## src/rtl/bsfn_pkg.sv

```systemverilog
`timescale 1ns / 1ps
// ----------------------------------------------------------------------------
// bsfn_pkg: shared definitions for the bitmap set with find-next
// Geometry of the bitmap, request codes and the command and status bundles
// that join the controller and the datapath.
// ----------------------------------------------------------------------------
package bsfn_pkg;

    // Bitmap geometry. WORD_BITS must be a power of two.
    localparam int WORD_BITS  = 64;
    localparam int NUM_WORDS  = 64;
    localparam int POS_W      = 12;
    localparam int COUNT_W    = 13;
    localparam int POS_SPACE  = 1 << POS_W;

    localparam int BIT_W      = $clog2(WORD_BITS);
    localparam int WORD_IDX_W = (NUM_WORDS > 1) ? $clog2(NUM_WORDS) : 1;
    localparam int UNIVERSE   = (WORD_BITS * NUM_WORDS < POS_SPACE) ?
                                (WORD_BITS * NUM_WORDS) : POS_SPACE;
    localparam int LAST_WORD  = (UNIVERSE - 1) / WORD_BITS;

    // Request modes.
    localparam logic [1:0] MODE_SET   = 2'd0;
    localparam logic [1:0] MODE_CLEAR = 2'd1;
    localparam logic [1:0] MODE_TEST  = 2'd2;
    localparam logic [1:0] MODE_FIND  = 2'd3;

    // Kinds of result the controller asks the datapath to produce.
    localparam logic [1:0] RESP_OOR    = 2'd0;
    localparam logic [1:0] RESP_FIND   = 2'd1;
    localparam logic [1:0] RESP_ACCESS = 2'd2;

    typedef struct packed {
        logic       load;
        logic       access_rd;
        logic       scan_init;
        logic       scan_step;
        logic       respond;
        logic [1:0] resp_kind;
        logic       resp_found;
    } cmd_t;

    typedef struct packed {
        logic is_find;
        logic oor;
        logic find_empty;
        logic hit;
        logic chk_last;
    } status_t;

endpackage

```

## src/rtl/bsfn_ctrl.sv

```systemverilog
`timescale 1ns / 1ps
// ----------------------------------------------------------------------------
// bsfn_ctrl: request sequencer
// Steps each request through dispatch, a read-modify-write of one word, or a
// word-by-word scan for the next member.
// ----------------------------------------------------------------------------
module bsfn_ctrl
(
    input  logic              clk,
    input  logic              rst_n,
    input  logic              start,
    output logic              busy,
    input  bsfn_pkg::status_t status,
    output bsfn_pkg::cmd_t    cmd
);
    import bsfn_pkg::*;

    localparam logic [1:0] ST_IDLE     = 2'd0;
    localparam logic [1:0] ST_DISPATCH = 2'd1;
    localparam logic [1:0] ST_ACCESS   = 2'd2;
    localparam logic [1:0] ST_SCAN     = 2'd3;

    logic [1:0] state_reg;
    logic [1:0] state_next;

    always_ff @(posedge clk or negedge rst_n)
    begin
        if (!rst_n)
        begin
            state_reg <= ST_IDLE;
        end
        else
        begin
            state_reg <= state_next;
        end
    end

    always_comb
    begin
        state_next = state_reg;
        cmd        = '0;
        unique case (state_reg)
            ST_IDLE:
            begin
                if (start)
                begin
                    cmd.load   = 1'b1;
                    state_next = ST_DISPATCH;
                end
            end
            ST_DISPATCH:
            begin
                if (status.oor)
                begin
                    cmd.respond   = 1'b1;
                    cmd.resp_kind = RESP_OOR;
                    state_next    = ST_IDLE;
                end
                else if (status.is_find)
                begin
                    if (status.find_empty)
                    begin
                        cmd.respond   = 1'b1;
                        cmd.resp_kind = RESP_FIND;
                        state_next    = ST_IDLE;
                    end
                    else
                    begin
                        cmd.scan_init = 1'b1;
                        state_next    = ST_SCAN;
                    end
                end
                else
                begin
                    cmd.access_rd = 1'b1;
                    state_next    = ST_ACCESS;
                end
            end
            ST_ACCESS:
            begin
                cmd.respond   = 1'b1;
                cmd.resp_kind = RESP_ACCESS;
                state_next    = ST_IDLE;
            end
            ST_SCAN:
            begin
                if (status.hit || status.chk_last)
                begin
                    cmd.respond    = 1'b1;
                    cmd.resp_kind  = RESP_FIND;
                    cmd.resp_found = status.hit;
                    state_next     = ST_IDLE;
                end
                else
                begin
                    cmd.scan_step = 1'b1;
                end
            end
            default:
            begin
                state_next = ST_IDLE;
            end
        endcase
    end

    assign busy = (state_reg != ST_IDLE);

endmodule

```

## config.mk

```make
export PLATFORM = sky130hd
export DESIGN_NAME = bsfn_ctrl
export DESIGN_NICKNAME = d
export VERILOG_FILES = /design/src/rtl/bsfn_pkg.sv /design/src/rtl/bsfn_ctrl.sv
export SDC_FILE = /design/constraint.sdc
export NUM_CORES = 1
export LEC_CHECK = 0
export ABC_AREA = 1
export BUFFER_PORTS_ARGS = -buffer_cell sky130_fd_sc_hd__buf_4
export CELL_PAD_IN_SITES_DETAIL_PLACEMENT = 1
export CELL_PAD_IN_SITES_GLOBAL_PLACEMENT = 1
export CORE_AREA = 2 2 39 41
export DETAILED_ROUTE_END_ITERATION = 8
export DIE_AREA = 0 0 41 43
export MAX_ROUTING_LAYER = met4
export PLACE_DENSITY_LB_ADDON = 0.1
export SYNTH_ARGS = -nofsm -noshare
export SYNTH_HDL_FRONTEND = slang
export SYNTH_SLANG_ARGS = --single-unit
```

## constraint.sdc

```tcl
create_clock -name clk -period 1.4 [get_ports clk]
set_input_delay 0.07 -clock clk [delete_from_list [all_inputs] [get_ports clk]]
set_output_delay 0.07 -clock clk [all_outputs]
set_load 0.05 [all_outputs]
```

== Word-level counts from Yosys, hierarchy flattened ==
Cells that the tools add are included.
Word-level totals
  bits in registers: 2
  word-level logic and storage cells: 31
Operators by class
  multiplexer cells: 21
  eq/ne operators: 5
  reduce and logical (&&, ||, !) cells: 4
Operator list (number)
  two-way mux 2 bit: 7
  two-way mux 3 bit: 3
  case mux 3 bit (3 select lines): 1
  two-way mux 1 bit: 8
  case mux 2 bit (4 select lines): 1
  == test 2 bit, second input constant: 2
  two-way mux 4 bit: 1
  inequality test 2 bit, second input constant: 2
  == test 2 x 1 -> 1 bit, second input constant: 1
  logical NOT 2 bit: 1
  AND reduction 2 bit: 1
  nonzero test 2 bit: 1
  logical OR 1 bit: 1

== Depth between registers and ports, before layout ==
  depth in word-level cells: 4
  mapped depth: 5
  gate-level depth less buffers: 5

== Worst setup path before layout ==
OpenSTA, ideal clock, no wires.
  path kind: reg-to-output
  start point: register state_reg[0]
  end point: output cmd[3] (netlist name)
  cell stages (with the launch flop): 5
  path buffers: 0
  path slack: -0.210 ns
  arrival time: 1.540 ns
  data required time: 1.330 ns
  cells stage by stage: dfrtp_1 > nor2_1 > inv_1 > nand2_1 > nor2_1
RTL lines
  start: declaration: RTL line bsfn_ctrl.sv:23  | logic [1:0] state_reg;
  start signal: assignment: RTL line bsfn_ctrl.sv:34  | state_reg <= state_next;
  end: declaration: RTL line bsfn_ctrl.sv:14  | output bsfn_pkg::cmd_t cmd

==> reports/summary.log <==
INFO  power          power_per_cell_area=1080nW/um^2
INFO  clocking       cts_htree_levels=1
INFO  yosys          synthesis.instances=31
INFO  cells_and_area area_delta_synth_final=109%
INFO  critical_path  regToRegSetupSlack=530ps
INFO  global_routing grt_max_degree=7
INFO  yosys          synth_top_cell_area_share=29.4%
INFO  cells_and_area final_core_utilization=25.7%
INFO  timing         final_setup_violation_count=0
INFO  critical_path  r2r-end=state_reg[0]
INFO  critical_path  criticalPathCategory=reg -> out
INFO  yosys          ys_seq_area_share=29.4%
INFO  floorplanning  count_of_pins_on_the_block_boundary=17
INFO  global_routing first_global_vias=258
INFO  floorplanning  core-area=1380squm
INFO  timing         worst_tran_pin_value=209ps
INFO  critical_path  arrival=1220ps
INFO  cells_and_area drive_above_1_share=49.0%
INFO  yosys          synth-warning-count=0
INFO  critical_path  timing.rr.start=state_reg[1]
INFO  cells_and_area diodes=0
INFO  critical_path  cp-startpoint=state_reg[0]
INFO  detailed_routing route.vias.total=255
INFO  run            maxCapViolations=0
INFO  yosys          syn_area_per_cell=5.49squm
INFO  global_routing grt_util_all_layers=8.83%
INFO  cells_and_area largest_reg_flops=2
INFO  clocking       numCtsBuffers=3
INFO  yosys          ys_top_cells_by_area=sky130_fd_sc_hd__dfrtp_1 (29%), sky130_fd_sc_hd__inv_1 (15%), sky130_fd_sc_hd__nand2_1 (15%)
INFO  critical_path  setup.worst_path.start_class=register
INFO  clocking       max-clock-path-buffers=2
INFO  min_path       path_class_of_the_lowest_slack_min_delay_path=in -> reg
INFO  power          total_leakage_power=0.000226uW
INFO  detailed_routing totalWireLength=597um
INFO  critical_path  critPathCapture=cmd[3]
INFO  cells_and_area design_area=355squm
INFO  clocking       cts_root_buffer=sky130_fd_sc_hd__clkbuf_4
INFO  timing         minimum_clock_period=1290ps
INFO  yosys          netlist-cell-type-count=10
INFO  yosys          most_area_hungry_cell_type_in_the_yosys_netlist=sky130_fd_sc_hd__dfrtp_1
INFO  yosys          postSynthRegisterBits=2
INFO  global_routing grt_first_pass_wirelength=986um
INFO  floorplanning  height_of_the_chip=43um
INFO  global_routing grt.overflow.total=0
INFO  detailed_routing drt-initial-drc-count=0
INFO  min_path       hold_path_depth=3
INFO  power          irDropWorstVdd=0.363mV
INFO  critical_path  critical_path_required=1330ps
INFO  place          port-buffer-count=16
INFO  floorplanning  die_x=41um
INFO  place          dp_worst_setup_slack=320ps
INFO  critical_path  critPathMaxFanout=6
INFO  critical_path  rr_worst_depth=3
INFO  place          hpwl=504um
INFO  detailed_routing route.detailed.wl_per_inst=8.91um
INFO  timing         finalHoldViolCount=0
INFO  clocking       clk_pin_slew=30ps
INFO  timing         post-route-worst-setup-slack=115ps
INFO  timing         final-max-slew-violation-count=0
INFO  cells_and_area design.final.nets=61
INFO  critical_path  crit_path_end_kind=primary output
INFO  detailed_routing firstDrtPassIters=1
INFO  timing         slew_headroom=85.9%
INFO  place          routabilityCongestion=0.625
INFO  floorplanning  design.die.area=1760squm
INFO  run_status     outcome=complete, no violations
INFO  timing         finClkSkew=3.84ps
INFO  timing         grt_setup_unrepaired=false
INFO  clocking       cts_tree=yes
INFO  floorplanning  rows=14
INFO  power          p_total=384uW
INFO  timing         final_tns_setup=0ps
INFO  timing         achievable_clock_frequency=0.778GHz
INFO  clocking       cts_sinks=2
INFO  floorplanning  initial_utilization=12.3%
INFO  detailed_routing drc=0
INFO  yosys          synth.cell_area=170squm
INFO  timing         layout_worst_path_cycle_share=91.8%
INFO  clocking       worst_skew_pair.late_latency=220ps
INFO  yosys          syn_nets=39
INFO  global_routing grt_antenna_before_repair=0
INFO  detailed_routing ant_nets=0
INFO  detailed_routing post_drt_via_cell_ratio=3.81
INFO  place          placed_area=322squm
[metal layers]
metal / vias up / GRT usage (%) / part of all wire, %
met5: - / - / 0
met4: 0 / 8.00 / 0
met3: 0 / 3.14 / 12
met2: 12 / 12.2 / 46
met1: 111 / 9.27 / 42
li1: 132 / - / -
[worst min-delay path by stage]
stage,slack [ps],from,endpoint
after floorplan,-230,rst_n,state_reg[0]
after global placement,-150,rst_n,state_reg[0]
after detailed placement,-150,rst_n,state_reg[1]
after CTS,90,start,state_reg[0]
after global routing,100,start,state_reg[0]
final,90,start,state_reg[0]
[layout make-up]
class	instances	area [sq um]
clock buffers	3	22.5
flip-flops and latches	2	51.3
multi-input cells	21	101
repair buffers	17	130
fillers	178	1030
inverters	8	30.0
well taps	16	20.0
[cells in the mapped netlist]
library cell,instances
sky130_fd_sc_hd__nor2_1,7
sky130_fd_sc_hd__inv_2,1
sky130_fd_sc_hd__nor2_2,1
sky130_fd_sc_hd__o21ai_1,1
sky130_fd_sc_hd__nand3_1,3
sky130_fd_sc_hd__dfrtp_1,2
sky130_fd_sc_hd__nand2_2,1
sky130_fd_sc_hd__nand2_1,7
sky130_fd_sc_hd__inv_1,7
sky130_fd_sc_hd__o21ai_0,1
[where the power goes]
part / total (uW) / internal, uW / switching, uW
Clock: 126 / 94.5 / 31.8
Sequential: 76.3 / 66.2 / 10.1
Combinational: 181 / 58.7 / 122
Total: 384 / 219 / 164
[worst max-delay path, cell delays in order (launching register included)]
cell	delay, ps
sky130_fd_sc_hd__dfrtp_2	430
sky130_fd_sc_hd__nand2_1	90
sky130_fd_sc_hd__inv_1	60
sky130_fd_sc_hd__nand2_2	80
sky130_fd_sc_hd__inv_2	60
sky130_fd_sc_hd__nor2_4	80
sky130_fd_sc_hd__buf_4	190
[through the flow]
stage          hold WS (ps)  std cells
2_1_floorplan          -226         31
3_3_place_gp           -147         63
3_5_place_dp           -147         63
4_1_cts                92.0         67
5_1_grt                98.3         67
6_report               93.4         67
[cells in the final DEF, fill, tap and decap left out, drive strengths merged]
| cell | instances |
|---|---|
| clkbuf | 3 |
| nand3 | 3 |
| nand2 | 8 |
| dfrtp | 2 |
| o21ai | 2 |
| inv | 8 |
| nor2 | 8 |
| dlygate4sd3 | 1 |
| buf | 16 |
[cells by family (layout without fill, tap and decap cells)]
logic type             count (synthesis)  in the layout  synth area share (%)
AOI/OAI and AO/OA                      2              2                  5.88
buffers and inverters                  8             28                  17.6
DFF                                    2              2                  29.4
and+or+nand+nor                       19             19                  47.1
[what timing repair did]
action / 4_1_cts / 5_1_grt
resized for setup: 0 / 1
hold endpoints to repair: 2 / 0
setup buffers: 0 / 0
hold buffers: 1 / 0
endpoints found under the setup margin: 0 / 2
No activity file was read; power rests on OpenSTA's default activity.
